$ cat config.mk
export PLATFORM = sky130hd
export DESIGN_NAME = rpa_front
export DESIGN_NICKNAME = d
export VERILOG_FILES = /design/src/rtl/rpa_pkg.sv /design/src/rtl/rpa_front.sv
export SDC_FILE = /design/constraint.sdc
export NUM_CORES = 1
export LEC_CHECK = 0
export BUFFER_PORTS_ARGS = -buffer_cell sky130_fd_sc_hd__buf_2
export CORE_ASPECT_RATIO = 1.2
export CORE_UTILIZATION = 45
export CTS_BUF_LIST = sky130_fd_sc_hd__clkbuf_2
export CTS_CLUSTER_SIZE = 16
export DETAILED_ROUTE_END_ITERATION = 10
export PLACE_DENSITY = 0.81
export SLEW_MARGIN = 40
export SYNTH_ARGS = -nofsm -noshare
export SYNTH_HDL_FRONTEND = slang
export SYNTH_SLANG_ARGS = --single-unit
$ cat constraint.sdc
create_clock -name clk -period 4.8 [get_ports clk]
set_clock_uncertainty 0.15 [all_clocks]
set_input_delay 0.24 -clock clk [delete_from_list [all_inputs] [get_ports clk]]
set_output_delay 0.24 -clock clk [all_outputs]
set_load 0.1 [all_outputs]
$ cat src/rtl/rpa_pkg.sv
// Shared types, constants and a helper function for the packet airtime block.
`timescale 1ns / 1ps

package rpa_pkg;

    localparam int LEN_W     = 8;
    localparam int SF_W      = 4;
    localparam int BW_W      = 2;
    localparam int PRE_W     = 8;
    localparam int MARGIN_W  = 8;
    localparam int US_W      = 25;
    localparam int MS_W      = 15;
    localparam int TO_W      = 19;
    localparam int MAXP_W    = 8;
    localparam int STATUS_W  = 2;
    localparam int CFG_IDX_W = 2;
    localparam int CFG_DAT_W = 8;

    localparam int NUM_W     = 9;   // payload symbol numerator over four
    localparam int DIV_W     = 4;
    localparam int RECIP_W   = 14;
    localparam int RECIP_SH  = 16;
    localparam int BLK_W     = 7;
    localparam int NSYM_W    = 9;
    localparam int PRE_US_W  = 24;
    localparam int SHIFT_W   = 4;
    localparam int Q_W       = 29;

    // Reciprocals for floor division by 1000 on 25 and 29 bit values.
    localparam int MS_RECIP_W = 26;
    localparam int MS_RECIP_SH = 35;
    localparam logic [MS_RECIP_W-1:0] MS_RECIP = 26'd34359739;
    localparam int TO_RECIP_W = 30;
    localparam int TO_RECIP_SH = 39;
    localparam logic [TO_RECIP_W-1:0] TO_RECIP = 30'd549755814;

    localparam logic [SF_W-1:0] SF_MIN = 4'd6;
    localparam logic [SF_W-1:0] SF_MAX = 4'd12;
    localparam logic [SF_W-1:0] SF_LDRO = 4'd11;

    localparam logic [MAXP_W-1:0] MAXP_LOW_SF  = 8'd242;
    localparam logic [MAXP_W-1:0] MAXP_MID_SF  = 8'd115;
    localparam logic [MAXP_W-1:0] MAXP_HIGH_SF = 8'd51;

    localparam logic [CFG_IDX_W-1:0] CFG_SF     = 2'd0;
    localparam logic [CFG_IDX_W-1:0] CFG_BW     = 2'd1;
    localparam logic [CFG_IDX_W-1:0] CFG_PRE    = 2'd2;
    localparam logic [CFG_IDX_W-1:0] CFG_MARGIN = 2'd3;

    localparam logic [BW_W-1:0] BW_125 = 2'd0;
    localparam logic [BW_W-1:0] BW_250 = 2'd1;
    localparam logic [BW_W-1:0] BW_500 = 2'd2;

    typedef enum logic [STATUS_W-1:0] {
        LEN_OK       = 2'd0,
        LEN_EMPTY    = 2'd1,
        LEN_TOO_LONG = 2'd2
    } len_status_t;

    typedef struct packed {
        logic [SF_W-1:0]     spreading_factor;
        logic [BW_W-1:0]     bandwidth_code;
        logic [PRE_W-1:0]    preamble_symbols;
        logic [MARGIN_W-1:0] timeout_margin;
    } cfg_t;

    typedef struct packed {
        logic [SHIFT_W-1:0]  shift;
        logic [NUM_W-1:0]    num4;
        logic [DIV_W-1:0]    div_m1;
        logic [RECIP_W-1:0]  recip;
        logic [PRE_US_W-1:0] pre_us;
        logic [MARGIN_W-1:0] margin;
        logic [MAXP_W-1:0]   max_payload;
        len_status_t         status;
    } job_t;

    // ceil(2^16 / d) for the symbol block divisors 6 to 10
    function automatic logic [RECIP_W-1:0] recip_of(input logic [DIV_W-1:0] d);
        logic [RECIP_W-1:0] r;
        begin
            unique case (d)
                4'd6:    r = 14'd10923;
                4'd7:    r = 14'd9363;
                4'd8:    r = 14'd8192;
                4'd9:    r = 14'd7282;
                default: r = 14'd6554;
            endcase
            return r;
        end
    endfunction

endpackage

$ cat src/rtl/rpa_front.sv
// Front end: input register and per-item classification against the configuration.
`timescale 1ns / 1ps

module rpa_front
    import rpa_pkg::*;
(
    input  logic             clk,
    input  logic             rst_n,
    input  cfg_t             cfg,
    input  logic             in_valid,
    output logic             in_ready,
    input  logic [LEN_W-1:0] payload_length,
    output logic             job_valid,
    input  logic             job_ready,
    output job_t             job
);

    logic             valid_reg;
    logic             valid_next;
    logic [LEN_W-1:0] len_reg;

    logic [SF_W-1:0]    sf;
    logic [SHIFT_W-1:0] bw_shift;
    logic [SHIFT_W-1:0] shift;
    logic [10:0]        pre_base;
    logic [9:0]         num_raw;
    logic [DIV_W-1:0]   div;
    logic [MAXP_W-1:0]  maxp;

    assign in_ready  = !valid_reg || job_ready;
    assign job_valid = valid_reg;

    always_comb
    begin
        if (in_valid && in_ready)
            valid_next = 1'b1;
        else if (job_ready)
            valid_next = 1'b0;
        else
            valid_next = valid_reg;
    end

    always_ff @(posedge clk or negedge rst_n)
    begin
        if (!rst_n)
            valid_reg <= 1'b0;
        else
            valid_reg <= valid_next;
    end

    always_ff @(posedge clk)
    begin
        if (in_valid && in_ready)
            len_reg <= payload_length;
    end

    always_comb
    begin
        if (cfg.spreading_factor < SF_MIN)
            sf = SF_MIN;
        else if (cfg.spreading_factor > SF_MAX)
            sf = SF_MAX;
        else
            sf = cfg.spreading_factor;

        // log2 of microseconds per chip
        unique case (cfg.bandwidth_code)
            BW_250:  bw_shift = 4'd2;
            BW_500:  bw_shift = 4'd1;
            default: bw_shift = 4'd3;
        endcase
        shift = sf + bw_shift;

        pre_base = {1'b0, cfg.preamble_symbols, 2'b00} + 11'd17;
        num_raw  = {1'b0, len_reg, 1'b0} + 10'd6;
        div      = (sf >= SF_LDRO) ? sf - 4'd2 : sf;

        if (sf == 4'd7 || sf == 4'd8)
            maxp = MAXP_LOW_SF;
        else if (sf == 4'd9 || sf == 4'd10)
            maxp = MAXP_MID_SF;
        else
            maxp = MAXP_HIGH_SF;

        job.shift       = shift;
        job.num4        = (num_raw < {6'd0, sf}) ? '0 : NUM_W'(num_raw - {6'd0, sf});
        job.div_m1      = div - 4'd1;
        job.recip       = recip_of(div);
        job.pre_us      = {13'd0, pre_base} << (shift - 4'd2);
        job.margin      = cfg.timeout_margin;
        job.max_payload = maxp;
        if (len_reg == '0)
            job.status = LEN_EMPTY;
        else if (len_reg > maxp)
            job.status = LEN_TOO_LONG;
        else
            job.status = LEN_OK;
    end

endmodule

==> reports/metrics.cfg, run 1 <==
[yosys]
post_synth_instance_area_sq_um = 2280
synth_ff_type = sky130_fd_sc_hd__edfxtp_1
synth_edf_count = 8
post_synth_num_cell_types = 67
ys_top_cells_by_area = sky130_fd_sc_hd__edfxtp_1 (11%), sky130_fd_sc_hd__ha_1 (9.3%), sky130_fd_sc_hd__buf_4 (5.3%)
yosys_register_bits = 9
yosysWarningCount = 0
syn_avg_cell_area_sq_um = 7.21
post-synth-top-count-cell = sky130_fd_sc_hd__nor2_1
synth_top_area_share_pct = 10.5
yosysTopAreaCell = sky130_fd_sc_hd__edfxtp_1
async_reset_ff_share_pct = 11.1
synth_sequential_area_ratio_pct = 11.6
synthesis.instances = 316
yosys-top-cells-count = sky130_fd_sc_hd__nor2_1 (32), sky130_fd_sc_hd__nand2_1 (29), sky130_fd_sc_hd__inv_1 (25), sky130_fd_sc_hd__ha_1 (17)

[clocking]
worstSkewPairLatency_ns = 0.23
cts.htree.levels = 1
clock-sinks = 9
numCtsBuffers = 3
post_cts_buffers = 0
clock_tree_from_tritoncts = yes
post_cts.resized_instances = 0
ctsRootBufferMaster = sky130_fd_sc_hd__clkbuf_2
post_cts_hold_buffer_count = 1
max-clock-path-buffers = 2
cts.clk_slew.worst_paths_ns = 0.08

[floorplanning]
fp-row-count = 28
core_area_sq_um = 4900
design.die.area_sq_um = 5350
number_of_top_level_pins = 109
die_x_um = 66.9
dieHeight_um = 79.9
start_util_pct = 46.4

[grt]
grt_start_max_net_pins = 20
number_of_antenna_violations_at_the_first_check_in_global_routing = 0
first_global_vias = 2334
total_routing_resource_utilization_after_global_routing_pct = 23.6
grt_first_pass_wirelength_mm = 10.1
grt_overflow_total = 0

[timing]
grt_setup_unrepaired = false
final.period_utilization_pct = 90.2
worst_slew_margin_relative_to_its_limit_pct = 50.7
time_the_final_worst_path_needs_with_i_o_delays_and_setup_ns = 4.33
worstMarginPinSlew_ns = 0.735
finalMaxSlewViolations = 0
report.final.setup_viol = 0
fin_setup_tns_ns = 0
hold-worst-slack_ns = 0.0297
maxClockFrequency_ghz = 0.231
finalHoldViolations = 0

[outcome]
run_status = complete, no violations

[cells_and_area]
syn_to_final_growth_pct = 36.9
final_core_utilization_pct = 63.5
n_antenna_cell = 0
post_route_cells_drive_above_1_share_pct = 35.3
design.final.nets = 439
layoutNonFillerInstCount = 445
max_reg_flops = 8

[power_and_ir_drop]
power.total_uw = 1500
peakVddDrop_uv = 232
power_leakage_uw = 0.00143
power_density_nw_per_um2 = 483

[critical_path]
critical_path.endpoint_type = primary output
worst-endpoint-arrival_ns = 3.94
start_kind = input port
worstPathMaxFanout = 19
worstSetupPathType = in -> out
data_required_time_at_the_worst_endpoint_ns = 4.41

[routing]
post_drt_wl_per_cell_um = 14.1
firstDrtPassIters = 4
postRouteAntennaNets = 0
finalWirelength_mm = 6.27
vias = 2576
drcViolationCount = 0
post_drt_via_cell_ratio = 5.79
drtIter0Drc = 124

[placement]
portbufs = 86
place.detailed.instances = 439
dp.final_hpwl_mm = 5.17
globalplace.congestion = 0.876

[min_path]
hold_path_class = in -> reg

[flow_run]
timing.max_cap.violations = 0

## cell type report
class                      instances  area [sq um]
multi-input combinational        253          2010
fill                             420          1790
timing repair buffer              92           646
sequential                         9           265
inverter                          27           101
tap                               60          75.1
clock buffer                       4          20.0
## worst paths after layout
kind / from / to / slack (ns) / depth (start not counted)
worst min-delay path: payload_length[3] / len_reg[3] / 0.03 / 1
max in group asynchronous: rst_n / job_valid / 4.25 / 2
worst max register to register: job_valid / len_reg[7] / 3.51 / 2
min in group asynchronous: rst_n / job_valid / 0.17 / 2
worst max-delay path: cfg[21] / job[28] / 0.47 / 17
worst min register to register: job_valid / job_valid / 0.38 / 2
## per-layer routing
metal	vias up	share of wire [%]	GRT usage, %
met1	1186	38	26.7
li1	1249	-	-
met2	121	53	43.0
met4	0	3.7	11.7
met5	-	0	0
met3	20	5.7	2.00
## logic make-up after synthesis
| group | after synthesis | share of synthesized area, % |
|---|---|---|
| AO/OA/AOI/OAI | 79 | 24.3 |
| XOR/XNOR | 14 | 5.38 |
| adder cells (fa/ha/maj) | 19 | 11.1 |
| buffers and inverters | 58 | 12.6 |
| flip-flops | 9 | 11.6 |
| multiplexers | 10 | 5.49 |
| other | 2 | 0.330 |
| AND/OR/NAND/NOR | 125 | 29.1 |
## critical path, stage by stage
cell                       delay (ns)
sky130_fd_sc_hd__buf_2           0.18
sky130_fd_sc_hd__nand3b_1        0.21
sky130_fd_sc_hd__nand2_1         0.13
sky130_fd_sc_hd__nand2_4         0.09
sky130_fd_sc_hd__inv_1           0.15
sky130_fd_sc_hd__ha_1            0.22
sky130_fd_sc_hd__inv_1           0.06
sky130_fd_sc_hd__fa_1            0.45
sky130_fd_sc_hd__xnor2_4         0.19
sky130_fd_sc_hd__inv_1           0.06
sky130_fd_sc_hd__ha_1            0.22
sky130_fd_sc_hd__nand2b_1        0.09
sky130_fd_sc_hd__mux2i_1         0.12
sky130_fd_sc_hd__nor2_4          0.61
sky130_fd_sc_hd__nand2_1         0.41
sky130_fd_sc_hd__o221ai_4        0.30
sky130_fd_sc_hd__buf_12          0.20
## where the power goes
group | total (uW) | internal (uW) | switching (uW)
combinational | 1360 | 332 | 1030
clock | 44.4 | 22.2 | 22.3
sequential | 98.3 | 90.8 | 7.47
total | 1500 | 445 | 1060
## placed cells by master, fill, tap and decap left out, types with 8 or more instances in the layout
cell type and count:
sky130_fd_sc_hd__a21oi_1 15, sky130_fd_sc_hd__buf_12 11, sky130_fd_sc_hd__buf_2 75, sky130_fd_sc_hd__edfxtp_1 8, sky130_fd_sc_hd__ha_1 17, sky130_fd_sc_hd__inv_1 25
sky130_fd_sc_hd__nand2_1 28, sky130_fd_sc_hd__nand2b_1 10, sky130_fd_sc_hd__nand3_1 14, sky130_fd_sc_hd__nor2_1 25, sky130_fd_sc_hd__o21ai_0 11, sky130_fd_sc_hd__xor2_1 8
## stage by stage
| stage | setup slack [ns] | cell area [sq um] |
|---|---|---|
| after floorplan | -0.601 | 2560 |
| after global placement | 0.643 | 3080 |
| after detailed placement | 0.451 | 3080 |
| after CTS | 0.458 | 3110 |
| after global routing | 0.213 | 3120 |
| final | 0.471 | 3120 |
Note: power is estimated with default switching activity, not from simulation.
==> inputs of run 2 (changes only) <==
- GPL_TIMING_DRIVEN: not set -> 0
- clock period: 4.8 -> 4.7 ns (I/O delays scaled with it)
==> reports/metrics.cfg, run 2 (synthesized netlist as in run 1, its figures left out) <==
[outcome]
run_status = complete, no violations

[timing]
worstMarginPinSlew_ns = 0.749  ; +0.0131 ns
grt_setup_unrepaired = false
final.period_utilization_pct = 91.8
report.final.setup_viol = 0  ; unchanged
finalHoldViolations = 0  ; unchanged
time_the_final_worst_path_needs_with_i_o_delays_and_setup_ns = 4.31
worst_slew_margin_relative_to_its_limit_pct = 49.8  ; -0.88 points
fin_setup_tns_ns = 0  ; unchanged
maxClockFrequency_ghz = 0.232
finalMaxSlewViolations = 0  ; unchanged

[floorplanning]
fp-row-count = 28  ; unchanged
start_util_pct = 46.4  ; unchanged
number_of_top_level_pins = 109  ; unchanged
core_area_sq_um = 4900  ; unchanged
dieHeight_um = 79.9  ; unchanged
die_x_um = 66.9  ; unchanged
design.die.area_sq_um = 5350  ; unchanged

[placement]
dp.final_hpwl_mm = 5.23  ; +1.3%
globalplace.congestion = 0.904  ; +3.2%
portbufs = 93  ; +8.1%

[critical_path]
critical_path.endpoint_type = primary output
data_required_time_at_the_worst_endpoint_ns = 4.32  ; -0.09 ns
start_kind = input port
worstPathMaxFanout = 10  ; -9
worstSetupPathType = in -> out
worst-endpoint-arrival_ns = 3.93  ; about the same

[cells_and_area]
most-common-layout-cells = sky130_fd_sc_hd__buf_2 (100), sky130_fd_sc_hd__nand2_1 (28), sky130_fd_sc_hd__nor2_1 (25)
register_area_sq_um = 265  ; unchanged
multi_input_comb_area_sq_um = 2020  ; +0.68%
post_route_cells_drive_above_1_share_pct = 39.0  ; +3.7 points
final_common_cell = sky130_fd_sc_hd__buf_2
n_antenna_cell = 0  ; unchanged
design.final.nets = 472  ; +7.5%
final.fill_count = 456  ; +8.6%
max_reg_flops = 8  ; unchanged
syn_to_final_growth_pct = 38.2

[grt]
grt_first_pass_wirelength_mm = 10.1  ; +0.49%
first_global_vias = 2335  ; +0.043%
groute.layer.met1.usage_pct = 26.9  ; +0.10 points
grt_overflow_total = 0  ; unchanged
groute.layer.met2.usage_pct = 46.3  ; +3.2 points
grt_start_max_net_pins = 11  ; -45%
grt-busiest-layer = met2
number_of_antenna_violations_at_the_first_check_in_global_routing = 0  ; unchanged
use_met3_pct = 1.00  ; -1.0 points
total_routing_resource_utilization_after_global_routing_pct = 23.8  ; +0.18 points

[flow_run]
timing.max_cap.violations = 0  ; unchanged

[routing]
firstDrtPassIters = 5  ; +1
drtIter0Drc = 110  ; -11%
post_drt_wl_per_cell_um = 13.0  ; -8.0%
drcViolationCount = 0  ; unchanged
postRouteAntennaNets = 0  ; unchanged
post_drt_via_cell_ratio = 5.49  ; -5.2%
finalWirelength_mm = 6.20  ; -1.2%
vias = 2622  ; +1.8%

[clocking]
post_cts.resized_instances = 0  ; unchanged
worstSkewPairLatency_ns = 0.23  ; about the same
numCtsBuffers = 3  ; unchanged
clock_tree_from_tritoncts = yes
cts.clk_slew.worst_paths_ns = 0.08  ; about the same
ctsRootBufferMaster = sky130_fd_sc_hd__clkbuf_2
post_cts_hold_buffer_count = 1  ; unchanged
post_cts_buffers = 0  ; unchanged
cts.htree.levels = 1  ; unchanged
clock-sinks = 9  ; unchanged
max-clock-path-buffers = 2  ; unchanged

[power_and_ir_drop]
power.total_uw = 1470  ; -2.2%
power_leakage_uw = 0.00150  ; +4.9%
peakVddDrop_uv = 277  ; +19%
power_density_nw_per_um2 = 467  ; -3.2%

[min_path]
hold_path_class = in -> reg

run 2: worst max-delay path, cell delays in order:
cell and delay [ns]:
sky130_fd_sc_hd__buf_2 0.15, sky130_fd_sc_hd__nand2b_4 0.20, sky130_fd_sc_hd__nand2_1 0.17, sky130_fd_sc_hd__nand2_8 0.08
sky130_fd_sc_hd__inv_2 0.11, sky130_fd_sc_hd__ha_1 0.21, sky130_fd_sc_hd__inv_1 0.06, sky130_fd_sc_hd__fa_1 0.45
sky130_fd_sc_hd__xnor2_4 0.18, sky130_fd_sc_hd__inv_1 0.06, sky130_fd_sc_hd__ha_1 0.37, sky130_fd_sc_hd__clkbuf_1 0.44
sky130_fd_sc_hd__clkbuf_2 0.45, sky130_fd_sc_hd__nand3_1 0.21, sky130_fd_sc_hd__o31ai_4 0.09, sky130_fd_sc_hd__buf_2 0.46
run 2: where the power goes:
part | internal [uW] | total (uW) | switching (uW)
registers | 92.5 | 95.9 | 3.37
clock network | 22.6 | 47.1 | 24.5
logic | 261 | 1330 | 1070
total | 376 | 1470 | 1090
run 2: routing by layer:
layer	share of wire (%)	wire length (um)
met2	54	3320
met4	1.9	118
met3	3.7	228
met1	41	2530
met5	0	0
run 2: final cells by class:
type                       count  area share, %
inverter                      27           3.22
tap                           60           2.39
clock buffer                   4          0.636
buffer                        31           5.92
timing repair buffer          94           15.1
multi-input combinational    253           64.3
sequential                     9           8.43
run 2: final timing paths:
kind                              startpoint          to  slack, ns  cells past startpoint
setup / recovery                     cfg[20]     job[39]       0.39                     16
hold / removal             payload_length[2]  len_reg[2]       0.02                      1
setup reg to reg                   job_valid  len_reg[6]       3.38                      2
hold reg to reg                    job_valid   job_valid       0.41                      2
max in group asynchronous              rst_n   job_valid       4.17                      2
min in group asynchronous              rst_n   job_valid       0.15                      2
run 2: through the flow:
stage	hold WS, ns	cells	util, %	area [sq um]	setup slack (ns)
global placement	-0.139	473	63.5	3120	0.423
CTS	0.00467	478	64.2	3150	0.341
detailed placement	-0.138	473	63.5	3120	0.356
global route	0.00259	478	64.2	3150	0.0927
finish	0.0192	478	64.2	3150	0.386
floorplan	-0.211	320	-	2580	-0.691
