===== src/rtl/rpa_pkg.sv =====
// Shared types, constants and a helper function for the packet airtime block.
`timescale 1ns / 1ps

package rpa_pkg;

    localparam int LEN_W     = 8;
    localparam int SF_W      = 4;
    localparam int BW_W      = 2;
    localparam int PRE_W     = 8;
    localparam int MARGIN_W  = 8;
    localparam int US_W      = 25;
    localparam int MS_W      = 15;
    localparam int TO_W      = 19;
    localparam int MAXP_W    = 8;
    localparam int STATUS_W  = 2;
    localparam int CFG_IDX_W = 2;
    localparam int CFG_DAT_W = 8;

    localparam int NUM_W     = 9;   // payload symbol numerator over four
    localparam int DIV_W     = 4;
    localparam int RECIP_W   = 14;
    localparam int RECIP_SH  = 16;
    localparam int BLK_W     = 7;
    localparam int NSYM_W    = 9;
    localparam int PRE_US_W  = 24;
    localparam int SHIFT_W   = 4;
    localparam int Q_W       = 29;

    // Reciprocals for floor division by 1000 on 25 and 29 bit values.
    localparam int MS_RECIP_W = 26;
    localparam int MS_RECIP_SH = 35;
    localparam logic [MS_RECIP_W-1:0] MS_RECIP = 26'd34359739;
    localparam int TO_RECIP_W = 30;
    localparam int TO_RECIP_SH = 39;
    localparam logic [TO_RECIP_W-1:0] TO_RECIP = 30'd549755814;

    localparam logic [SF_W-1:0] SF_MIN = 4'd6;
    localparam logic [SF_W-1:0] SF_MAX = 4'd12;
    localparam logic [SF_W-1:0] SF_LDRO = 4'd11;

    localparam logic [MAXP_W-1:0] MAXP_LOW_SF  = 8'd242;
    localparam logic [MAXP_W-1:0] MAXP_MID_SF  = 8'd115;
    localparam logic [MAXP_W-1:0] MAXP_HIGH_SF = 8'd51;

    localparam logic [CFG_IDX_W-1:0] CFG_SF     = 2'd0;
    localparam logic [CFG_IDX_W-1:0] CFG_BW     = 2'd1;
    localparam logic [CFG_IDX_W-1:0] CFG_PRE    = 2'd2;
    localparam logic [CFG_IDX_W-1:0] CFG_MARGIN = 2'd3;

    localparam logic [BW_W-1:0] BW_125 = 2'd0;
    localparam logic [BW_W-1:0] BW_250 = 2'd1;
    localparam logic [BW_W-1:0] BW_500 = 2'd2;

    typedef enum logic [STATUS_W-1:0] {
        LEN_OK       = 2'd0,
        LEN_EMPTY    = 2'd1,
        LEN_TOO_LONG = 2'd2
    } len_status_t;

    typedef struct packed {
        logic [SF_W-1:0]     spreading_factor;
        logic [BW_W-1:0]     bandwidth_code;
        logic [PRE_W-1:0]    preamble_symbols;
        logic [MARGIN_W-1:0] timeout_margin;
    } cfg_t;

    typedef struct packed {
        logic [SHIFT_W-1:0]  shift;
        logic [NUM_W-1:0]    num4;
        logic [DIV_W-1:0]    div_m1;
        logic [RECIP_W-1:0]  recip;
        logic [PRE_US_W-1:0] pre_us;
        logic [MARGIN_W-1:0] margin;
        logic [MAXP_W-1:0]   max_payload;
        len_status_t         status;
    } job_t;

    // ceil(2^16 / d) for the symbol block divisors 6 to 10
    function automatic logic [RECIP_W-1:0] recip_of(input logic [DIV_W-1:0] d);
        logic [RECIP_W-1:0] r;
        begin
            unique case (d)
                4'd6:    r = 14'd10923;
                4'd7:    r = 14'd9363;
                4'd8:    r = 14'd8192;
                4'd9:    r = 14'd7282;
                default: r = 14'd6554;
            endcase
            return r;
        end
    endfunction

endpackage


===== src/rtl/rpa_queue.sv =====
// Two-entry queue between the front end and the arithmetic pipeline.
`timescale 1ns / 1ps

module rpa_queue
    import rpa_pkg::*;
(
    input  logic clk,
    input  logic rst_n,
    input  logic push,
    input  job_t push_data,
    output logic can_push,
    input  logic pop,
    output logic has_item,
    output job_t head
);

    job_t       mem_reg [2];
    logic       wr_ptr_reg;
    logic       rd_ptr_reg;
    logic [1:0] count_reg;
    logic [1:0] count_next;

    assign has_item = (count_reg != 2'd0);
    assign can_push = (count_reg != 2'd2) || pop;
    assign head     = mem_reg[rd_ptr_reg];

    always_comb
    begin
        count_next = count_reg;
        if (push && !pop)
            count_next = count_reg + 2'd1;
        else if (pop && !push)
            count_next = count_reg - 2'd1;
    end

    always_ff @(posedge clk or negedge rst_n)
    begin
        if (!rst_n)
        begin
            wr_ptr_reg <= 1'b0;
            rd_ptr_reg <= 1'b0;
            count_reg  <= 2'd0;
        end
        else
        begin
            count_reg <= count_next;
            if (push)
                wr_ptr_reg <= !wr_ptr_reg;
            if (pop)
                rd_ptr_reg <= !rd_ptr_reg;
        end
    end

    always_ff @(posedge clk)
    begin
        if (push)
            mem_reg[wr_ptr_reg] <= push_data;
    end

endmodule


===== config.mk =====
export PLATFORM = sky130hd
export DESIGN_NAME = rpa_queue
export DESIGN_NICKNAME = d
export VERILOG_FILES = /design/src/rtl/rpa_pkg.sv /design/src/rtl/rpa_queue.sv
export SDC_FILE = /design/constraint.sdc
export NUM_CORES = 1
export LEC_CHECK = 0
export BUFFER_PORTS_ARGS = -buffer_cell sky130_fd_sc_hd__buf_2
export CAP_MARGIN = 20
export CELL_PAD_IN_SITES_DETAIL_PLACEMENT = 0
export CELL_PAD_IN_SITES_GLOBAL_PLACEMENT = 1
export CORE_ASPECT_RATIO = 0.6
export CORE_MARGIN = 5
export CORE_UTILIZATION = 40
export DETAILED_ROUTE_END_ITERATION = 8
export GPL_TIMING_DRIVEN = 0
export PLACE_DENSITY_LB_ADDON = 0.1
export SLEW_MARGIN = 15
export SYNTH_ARGS = -nofsm -noshare
export SYNTH_HDL_FRONTEND = slang
export SYNTH_SLANG_ARGS = --single-unit

===== constraint.sdc =====
create_clock -name clk -period 4.2 [get_ports clk]
set_input_delay 1.26 -clock clk [delete_from_list [all_inputs] [get_ports clk]]
set_output_delay 1.26 -clock clk [all_outputs]
set_load 0.02 [all_outputs]

==> results of run 1 <==
[critical path: stages]
cell	delay (ps)
buf_2	110
inv_1	70
nand3b_1	80
buf_2	170
[cell families after synthesis]
| logic type | synth area share |
|---|---|
| adder cells (fa/ha/maj) | 0.00219 |
| XOR/XNOR | 0.00768 |
| multiplexers | 0.184 |
| AND/OR/NAND/NOR | 0.00527 |
| flip-flops | 0.786 |
| buffers and inverters | 0.0154 |
[placed cells by master, fill, tap and decap left out, types with 4 or more instances in the layout]
| master | synthesis | final |
|---|---|---|
| buf_2 | 1 | 152 |
| edfxtp_1 | 146 | 146 |
| mux2_4 | 60 | 60 |
| clkbuf_16 | 0 | 17 |
| mux2_2 | 13 | 13 |
| buf_6 | 7 | 7 |
| xor2_1 | 4 | 4 |
| inv_6 | 0 | 4 |
| dfrtp_1 | 4 | 4 |
| buf_16 | 0 | 4 |
[synthesized netlist by cell type, drive strengths merged]
| library cell | instances |
|---|---|
| and2 | 1 |
| buf | 8 |
| dfrtp | 4 |
| edfxtp | 146 |
| ha | 1 |
| inv | 1 |
| mux2 | 73 |
| nand3b | 1 |
| nor2 | 1 |
| nor2b | 1 |
| or2 | 1 |
| xnor2 | 1 |
| xor2 | 4 |
[metrics by stage]
step | area, sq um | cells | util | hold WS [ps]
CTS | 7380 | 622 | 0.533 | 497
finish | 7380 | 622 | 0.533 | 496
global route | 7380 | 622 | 0.533 | 528
global placement | 6700 | 586 | 0.485 | 474
floorplan | 5710 | 243 | - | 455
detailed placement | 6820 | 590 | 0.493 | 482
[power groups by stage]
stage               sequential [mW]  clock, mW  combinational [mW]
finish                         2.06       1.40                1.84
floorplan                      2.09          0                1.31
CTS                            2.07       1.43                1.88
global placement               2.11          0                1.80
global route                   2.09       1.50                1.96
detailed placement             2.10          0                1.88
[layer usage]
| layer | routed length (microns) | GRT usage |
|---|---|---|
| met1 | 4580 | 0.157 |
| met2 | 4720 | 0.197 |
| met3 | 1080 | 0.0567 |
| met4 | 98 | 0.0464 |
| met5 | 0 | 0 |
[area by class of cell]
type	instances	area, sq um
buffer	8	83.8
clock buffer	18	429
clock inverter	14	126
fill	1129	6450
inverter	1	3.75
multi-input combinational	84	1140
sequential	150	4480
tap	192	240
timing repair buffer	155	866
[worst max path at each step]
| stage | start | cells after the start | to | slack, ps |
|---|---|---|---|---|
| floorplan | push | 1 | mem_reg[0][0]$_DFFE_PP_ | 590 |
| global placement | push | 2 | mem_reg[0][20]$_DFFE_PP_ | -760 |
| detailed placement | pop | 4 | can_push | 1250 |
| CTS | pop | 4 | can_push | 1240 |
| global route | pop | 4 | can_push | 1200 |
| finish | pop | 4 | can_push | 1240 |
==> results.toml, run 1 <==
[timing]
rsz0062_at_grt = "no"
clock.fmax_mhz = 338
skew_ps = 5.02
final.setup.tns_ps = 0
tightestPinTransition_ps = 684
maxSlewViolCount = 0
setup_viol = 0
hold_viol_final = 0
period_minus_slack_ps = 2960
relSlewSlack = 0.543
fin_ws_ps = 1240
finalCritPeriodShare = 0.704

[setup_path]
r2r_cells = 2
cp_max_fo = 2
worstSetupStartpointType = "input port"
path_class = "input port to output port"
cp_data_required_time_ps = 2940
endpoint_kind = "output port"
r2r_start = "wr_ptr_reg$_DFFE_PN0P_"
rr_endpoint = "mem_reg[0][25]$_DFFE_PP_"
r2r_slack_ps = 2640
cp.arrival_ps = 1700

[yosys]
synth_area_sq_mm = 0.00571
yosys.area.top_type = "edfxtp_1"
yosys_warnings = 0
syn_avg_cell_area_sq_um = 23.5
synth_sequential_area_ratio = 0.786
syn_nets = 321
synth_seq_cells = 150
syn_inst = 243
ys_types = 15
synth_top_area_share = 0.768
yosys-top-cells-area = "edfxtp_1, mux2_4, mux2_2"

[die]
die_height_microns = 103
io_pins = 152
die_area_sq_mm = 0.0168
initial_core_util = 0.412
core-area_sq_mm = 0.0138
fp.dieW_microns = 164
fp-row-count = 33

[cells_and_area]
insertedDiodeCount = 0
largest_reg_flops = 146
final_nets = 495
area_growth_pct = 29.3
layout-drive-gt1-share = 0.623

[clock_network]
clockBufferDepth = 2
htree_levels = 4
cts_root_buf = "clkbuf_16"
cts.clk_slew.worst_paths_ps = 60
cts_tree = "done"
hold_buffers = 0
numCtsBuffers = 17
clk_latency_ps = 410
cts_sinks = 150
post-cts-setup-buffer-count = 0
cts_resized = 0

[power_and_ir_drop]
max-vdd-ir-drop_mv = 0.268
power_frac_comb = 0.347
internal_power_mw = 3.64
switching_share = 0.313
p_total_mw = 5.30
powerDensity_mw_per_mm2 = 719
cellLeakagePower_nw = 2.96
switchingPower_mw = 1.66
seqPwrFrac = 0.389
p_clk_frac = 0.264

[grt]
grt_usage = 0.126
grt_max_degree = 45
antenna_found_initial = 0
grt_pass1_vias = 3041
grt-ovfl-total = 0
grt_pass1_wl_mm = 15.7

[place]
place_congestion = 0.684
pre_cts_ws_ps = 1250
numPortBuffers = 151
place_hpwl_mm = 7.34

[worst_hold_path]
min_from = "count_reg[1]$_DFFE_PN0P_"
hold_depth = 1
whs_endpoint = "count_reg[1]$_DFFE_PN0P_"
min_path_type = "flip-flop to flip-flop"

[route]
via_per_inst = 4.47
drt_iter0_drc = 86
wl_per_cell_microns = 16.9
ant_nets = 0
first_pass_iters = 4
vias = 2780
drc = 0
finalWirelength_mm = 10.5

[flow_run]
maxCapViolCount = 0

[outcome]
status = "finished, final reports clean"
No activity file was read; power rests on OpenSTA's default activity.
==> run 2: changes to the inputs <==
Settings changed: ABC_AREA from default to 1.
Clock period 4.2 ns to 2.5 ns, I/O delays scaled along.
==> results.toml, run 2 <==
[yosys]
synth-async-reset-ratio = 0.0267
syn_inst = 252
synth_area_sq_mm = 0.00572
synth_top_family_by_area = "multiplexers"
synth-simple-area-share = 0.00743
synthMuxAreaShare = 0.183
synth_top_cells_by_count = "edfxtp_1, mux2_4, mux2_2, buf_6, inv_1"
synth_edf_count = 146
synth_seq_cells = 150
synth_xor_area_frac = 0.00459
syn_nets = 330
yosys-top-cells-area = "edfxtp_1, mux2_4, mux2_2"
synth_sequential_area_ratio = 0.784
synth_fa_ha_area_frac = 0.00219
synth_compound_area_frac = 0
syn_avg_cell_area_sq_um = 22.7
synth_top_area_share = 0.766
ys_types = 14
yosys.area.top_type = "edfxtp_1"
yosys_warnings = 0
synth_top_flop_cell = "edfxtp_1"
synth_most_common_cell = "edfxtp_1"

[cells_and_area]
fill_cells = 1114
area_growth_pct = 31.3
layout_common_cells = "buf_2, edfxtp_1, mux2_4"
largest_reg_flops = 146
final_nets = 506
insertedDiodeCount = 0
final_common_cell = "buf_2"
layout-drive-gt1-share = 0.609
instances_no_fill = 632

[setup_path]
worstSetupStartpointType = "flip-flop"
cp.arrival_ps = 1640
cp-startpoint = "rd_ptr_reg$_DFFE_PN0P_"
path_class = "flip-flop to output port"
cp_max_fo = 10
r2r_start = "wr_ptr_reg$_DFFE_PN0P_"
cp_data_required_time_ps = 1750
endpoint_kind = "output port"

[timing]
period_minus_slack_ps = 2390
skew_ps = 6.36
tightestPinTransition_ps = 612
maxSlewViolCount = 0
clock.fmax_mhz = 418
setup_viol = 0
rsz0062_at_grt = "no"
fin_ws_ps = 110
hold_viol_final = 0
whs_ps = 146
finalCritPeriodShare = 0.956
relSlewSlack = 0.591

[power_and_ir_drop]
max-vdd-ir-drop_mv = 0.494
seqPwrFrac = 0.371
cellLeakagePower_nw = 3.04
switching_share = 0.299
powerDensity_mw_per_mm2 = 1240
switchingPower_mw = 2.78
p_clk_frac = 0.292
power_frac_comb = 0.338
internal_power_mw = 6.54

[route]
ant_nets = 0
wl_per_cell_microns = 16.8
via_per_inst = 4.48
vias = 2834
finalWirelength_mm = 10.6
drc = 0
drt_iter0_drc = 92
first_pass_iters = 4

[flow_run]
maxCapViolCount = 0

[clock_network]
numCtsBuffers = 17
hold_buffers = 0
post-cts-setup-buffer-count = 0
cts_tree = "done"
clk_latency_ps = 400
clockBufferDepth = 2
cts_sinks = 150
htree_levels = 4
cts_resized = 0
cts.clk_slew.worst_paths_ps = 60
cts_root_buf = "clkbuf_16"

[place]
place_hpwl_mm = 7.46
place_inst = 601
numPortBuffers = 151
pre_cts_ws_ps = 345
place_congestion = 0.721

[die]
initial_core_util = 0.414
fp.dieW_microns = 164
die_height_microns = 103
io_pins = 152
fp-row-count = 33
core-area_sq_mm = 0.0138
die_area_sq_mm = 0.0169

[grt]
grt_usage = 0.127
grt-ovfl-total = 0
antenna_found_initial = 2
grt_max_degree = 26
grt_pass1_wl_mm = 16.0
grt_pass1_vias = 2978

[worst_hold_path]
min_path_type = "input port to asynchronous set/reset pin"

[outcome]
status = "finished, final reports clean"
## run 2: critical path: stages, from the launching register on
cell and delay [ps]:
dfrtp_1 360, buf_6 190, buf_6 200, mux2_4 320, buf_2 170
## run 2: final cells by class
cell class	count	area [sq um]	area share
Buffer	8	83.8	0.0112
Clock buffer	19	433	0.0576
Clock inverter	12	201	0.0268
Inverter	7	30.0	0.00400
Multi-Input combinational cell	87	1140	0.151
Sequential cell	150	4480	0.597
Tap cell	192	240	0.0320
Timing Repair Buffer	157	906	0.121
## run 2: power by group through the flow
stage	Clock (mW)	Sequential, mW	Combinational [mW]
2_1_floorplan	0	3.50	2.21
3_3_place_gp	0	3.53	3.04
3_5_place_dp	0	3.51	3.21
4_1_cts	2.79	3.46	3.22
5_1_grt	2.89	3.50	3.35
6_report	2.72	3.46	3.15
## run 2: logic make-up (layout without fill, tap and decap cells)
family	count (synthesis)	count (layout)
AND/OR/NAND/NOR	10	10
XOR/XNOR	3	3
flip-flops	150	150
multiplexers	73	73
buffers and inverters	15	203
adder cells (fa/ha/maj)	1	1
## run 2: per-layer routing
| metal | GRT usage | part of all wire | up-vias |
|---|---|---|---|
| li1 | - | - | 1343 |
| met1 | 0.161 | 0.44 | 1375 |
| met2 | 0.193 | 0.44 | 97 |
| met3 | 0.0643 | 0.10 | 15 |
| met4 | 0.0441 | 0.012 | 4 |
| met5 | 0 | 0.0018 | - |
## run 2: worst paths after layout
check,endpoint,slack (ps),cells past startpoint
setup / recovery,head[1],110,4
hold / removal,wr_ptr_reg$_DFFE_PN0P_,150,1
setup reg to reg,mem_reg[1][9]$_DFFE_PP_,850,4
hold reg to reg,count_reg[1]$_DFFE_PN0P_,490,2
max in group asynchronous,count_reg[0]$_DFFE_PN0P_,2230,1
min in group clk,count_reg[1]$_DFFE_PN0P_,490,2
## run 2: stage by stage
step                      area, sq um  setup TNS, ps   util  power (mW)
final                            7510              0  0.543        9.32
after detailed placement         6880              0  0.497        6.72
after global routing             7510              0  0.543        9.74
after global placement           6730         -95290  0.487        6.57
after CTS                        7510              0  0.543        9.47
after floorplan                  5730              0      -        5.70
==> run 3: changes to the inputs <==
Settings changed: CORE_UTILIZATION 40 to 44.
Clock period 2.5 ns to 2.4 ns, I/O delays scaled along.
==> results.toml, run 3 (synthesis gave the netlist of run 2 again) <==
[outcome]
status = "finished, final reports clean"

[setup_path]
worstSetupStartpointType = "flip-flop"
path_class = "flip-flop to output port"
cp.arrival_ps = 1610
r2r_cells = 3
cp_max_fo = 10
endpoint_kind = "output port"
cp_data_required_time_ps = 1680

[route]
wl_per_cell_microns = 16.8
first_pass_iters = 4
drc = 0
drt_iter0_drc = 95
vias = 2790
ant_nets = 0
finalWirelength_mm = 10.2
via_per_inst = 4.60

[grt]
grt_usage = 0.133
grt_pass1_wl_mm = 15.5
antenna_found_initial = 2
grt_max_degree = 33
grt-ovfl-total = 0
grt_pass1_vias = 2979

[clock_network]
clockBufferDepth = 2
cts_root_buf = "clkbuf_16"
post-cts-setup-buffer-count = 0
htree_levels = 4
cts_tree = "done"
clk_latency_ps = 400
cts_sinks = 150
cts.clk_slew.worst_paths_ps = 60
numCtsBuffers = 17
hold_buffers = 0

[cells_and_area]
seqCellArea_sq_mm = 0.00448
area_growth_pct = 29.0
fill_cells = 989
layout_common_cells = "buf_2, edfxtp_1, mux2_4"
layout-drive-gt1-share = 0.613
final_common_cell = "buf_2"
final_nets = 505
multiInputGateArea_sq_mm = 0.00114
insertedDiodeCount = 0
largest_reg_flops = 146

[power_and_ir_drop]
max-vdd-ir-drop_mv = 0.754
powerDensity_mw_per_mm2 = 1260
cellLeakagePower_nw = 2.99

[die]
die_height_microns = 98.3
core-area_sq_mm = 0.0128
die_area_sq_mm = 0.0155
io_pins = 152
fp-row-count = 32
initial_core_util = 0.448
fp.dieW_microns = 157

[timing]
skew_ps = 10.1
setup_viol = 0
period_minus_slack_ps = 2330
hold_viol_final = 0
finalCritPeriodShare = 0.972
relSlewSlack = 0.593
fin_ws_ps = 68.3
rsz0062_at_grt = "yes"
tightestPinTransition_ps = 610
whs_ps = 123
clock.fmax_mhz = 429
maxSlewViolCount = 0

[place]
place_hpwl_mm = 7.14
numPortBuffers = 151
place_congestion = 0.686
pre_cts_ws_ps = 203

[worst_hold_path]
min_path_type = "input port to asynchronous set/reset pin"

[flow_run]
maxCapViolCount = 0
==> run 3: cell count changes in the layout (fill, tap and decap cells not counted) <==
cell	delta
buf_6	-2
clkinv_2	+3
clkinv_1	-1
clkbuf_1	-2
buf_12	+1
buf_16	-2
clkinvlp_4	+1
buf_8	+2
bufinv_16	-3
==> run 3: path summary, 6_finish.rpt <==
check	from	endpoint	slack, ps
max in group asynchronous	rst_n	wr_ptr_reg$_DFFE_PN0P_	2150
max reg2reg	wr_ptr_reg$_DFFE_PN0P_	mem_reg[1][12]$_DFFE_PP_	660
min reg2reg	count_reg[0]$_DFFE_PN0P_	count_reg[0]$_DFFE_PN0P_	500
min in group clk	count_reg[0]$_DFFE_PN0P_	count_reg[0]$_DFFE_PN0P_	500
max	rd_ptr_reg$_DFFE_PN0P_	head[19]	70
min	rst_n	count_reg[1]$_DFFE_PN0P_	120
==> run 3: critical path: stages, from the launching register on <==
cell and delay, ps:
dfrtp_1 370, buf_8 170, buf_6 200, mux2_4 320, buf_2 160
==> run 3: per-layer routing <==
| metal | up-vias | GRT usage | part of all wire |
|---|---|---|---|
| met5 | - | 0 | 0.0025 |
| met1 | 1346 | 0.165 | 0.43 |
| met4 | 4 | 0.0456 | 0.010 |
| li1 | 1337 | - | - |
| met3 | 14 | 0.0686 | 0.10 |
| met2 | 89 | 0.203 | 0.46 |
==> run 3: report_power, final <==
group	total [mW]	internal [mW]	switching [mW]
Combinational	3.25	1.48	1.78
Sequential	3.60	3.47	0.126
Clock	2.48	1.51	0.966
==> run 3: per-stage QoR <==
| stage | cells | total power, mW | TNS, ps | cell area, sq um | utilization |
|---|---|---|---|---|---|
| 2_1_floorplan | 252 | 5.94 | 0 | 5730 | - |
| 3_3_place_gp | 573 | 6.84 | -106100 | 6700 | 0.525 |
| 3_5_place_dp | 578 | 6.96 | 0 | 6820 | 0.534 |
| 4_1_cts | 607 | 9.46 | 0 | 7370 | 0.577 |
| 5_1_grt | 607 | 9.78 | -5.27 | 7380 | 0.578 |
| 6_report | 607 | 9.33 | 0 | 7380 | 0.578 |
==> run 3: timing repair <==
action / CTS / global route
resized for setup: 0 / 2
endpoints found under the setup margin: 0 / 15
hold endpoints to repair: 0 / 0
==> run 3: layout make-up <==
class / instances / area share
sequential: 150 / 0.608
multi-input combinational: 87 / 0.154
timing repair buffer: 156 / 0.118
clock buffer: 17 / 0.0576
tap: 170 / 0.0288
clock inverter: 12 / 0.0176
buffer: 8 / 0.0124
inverter: 7 / 0.00407
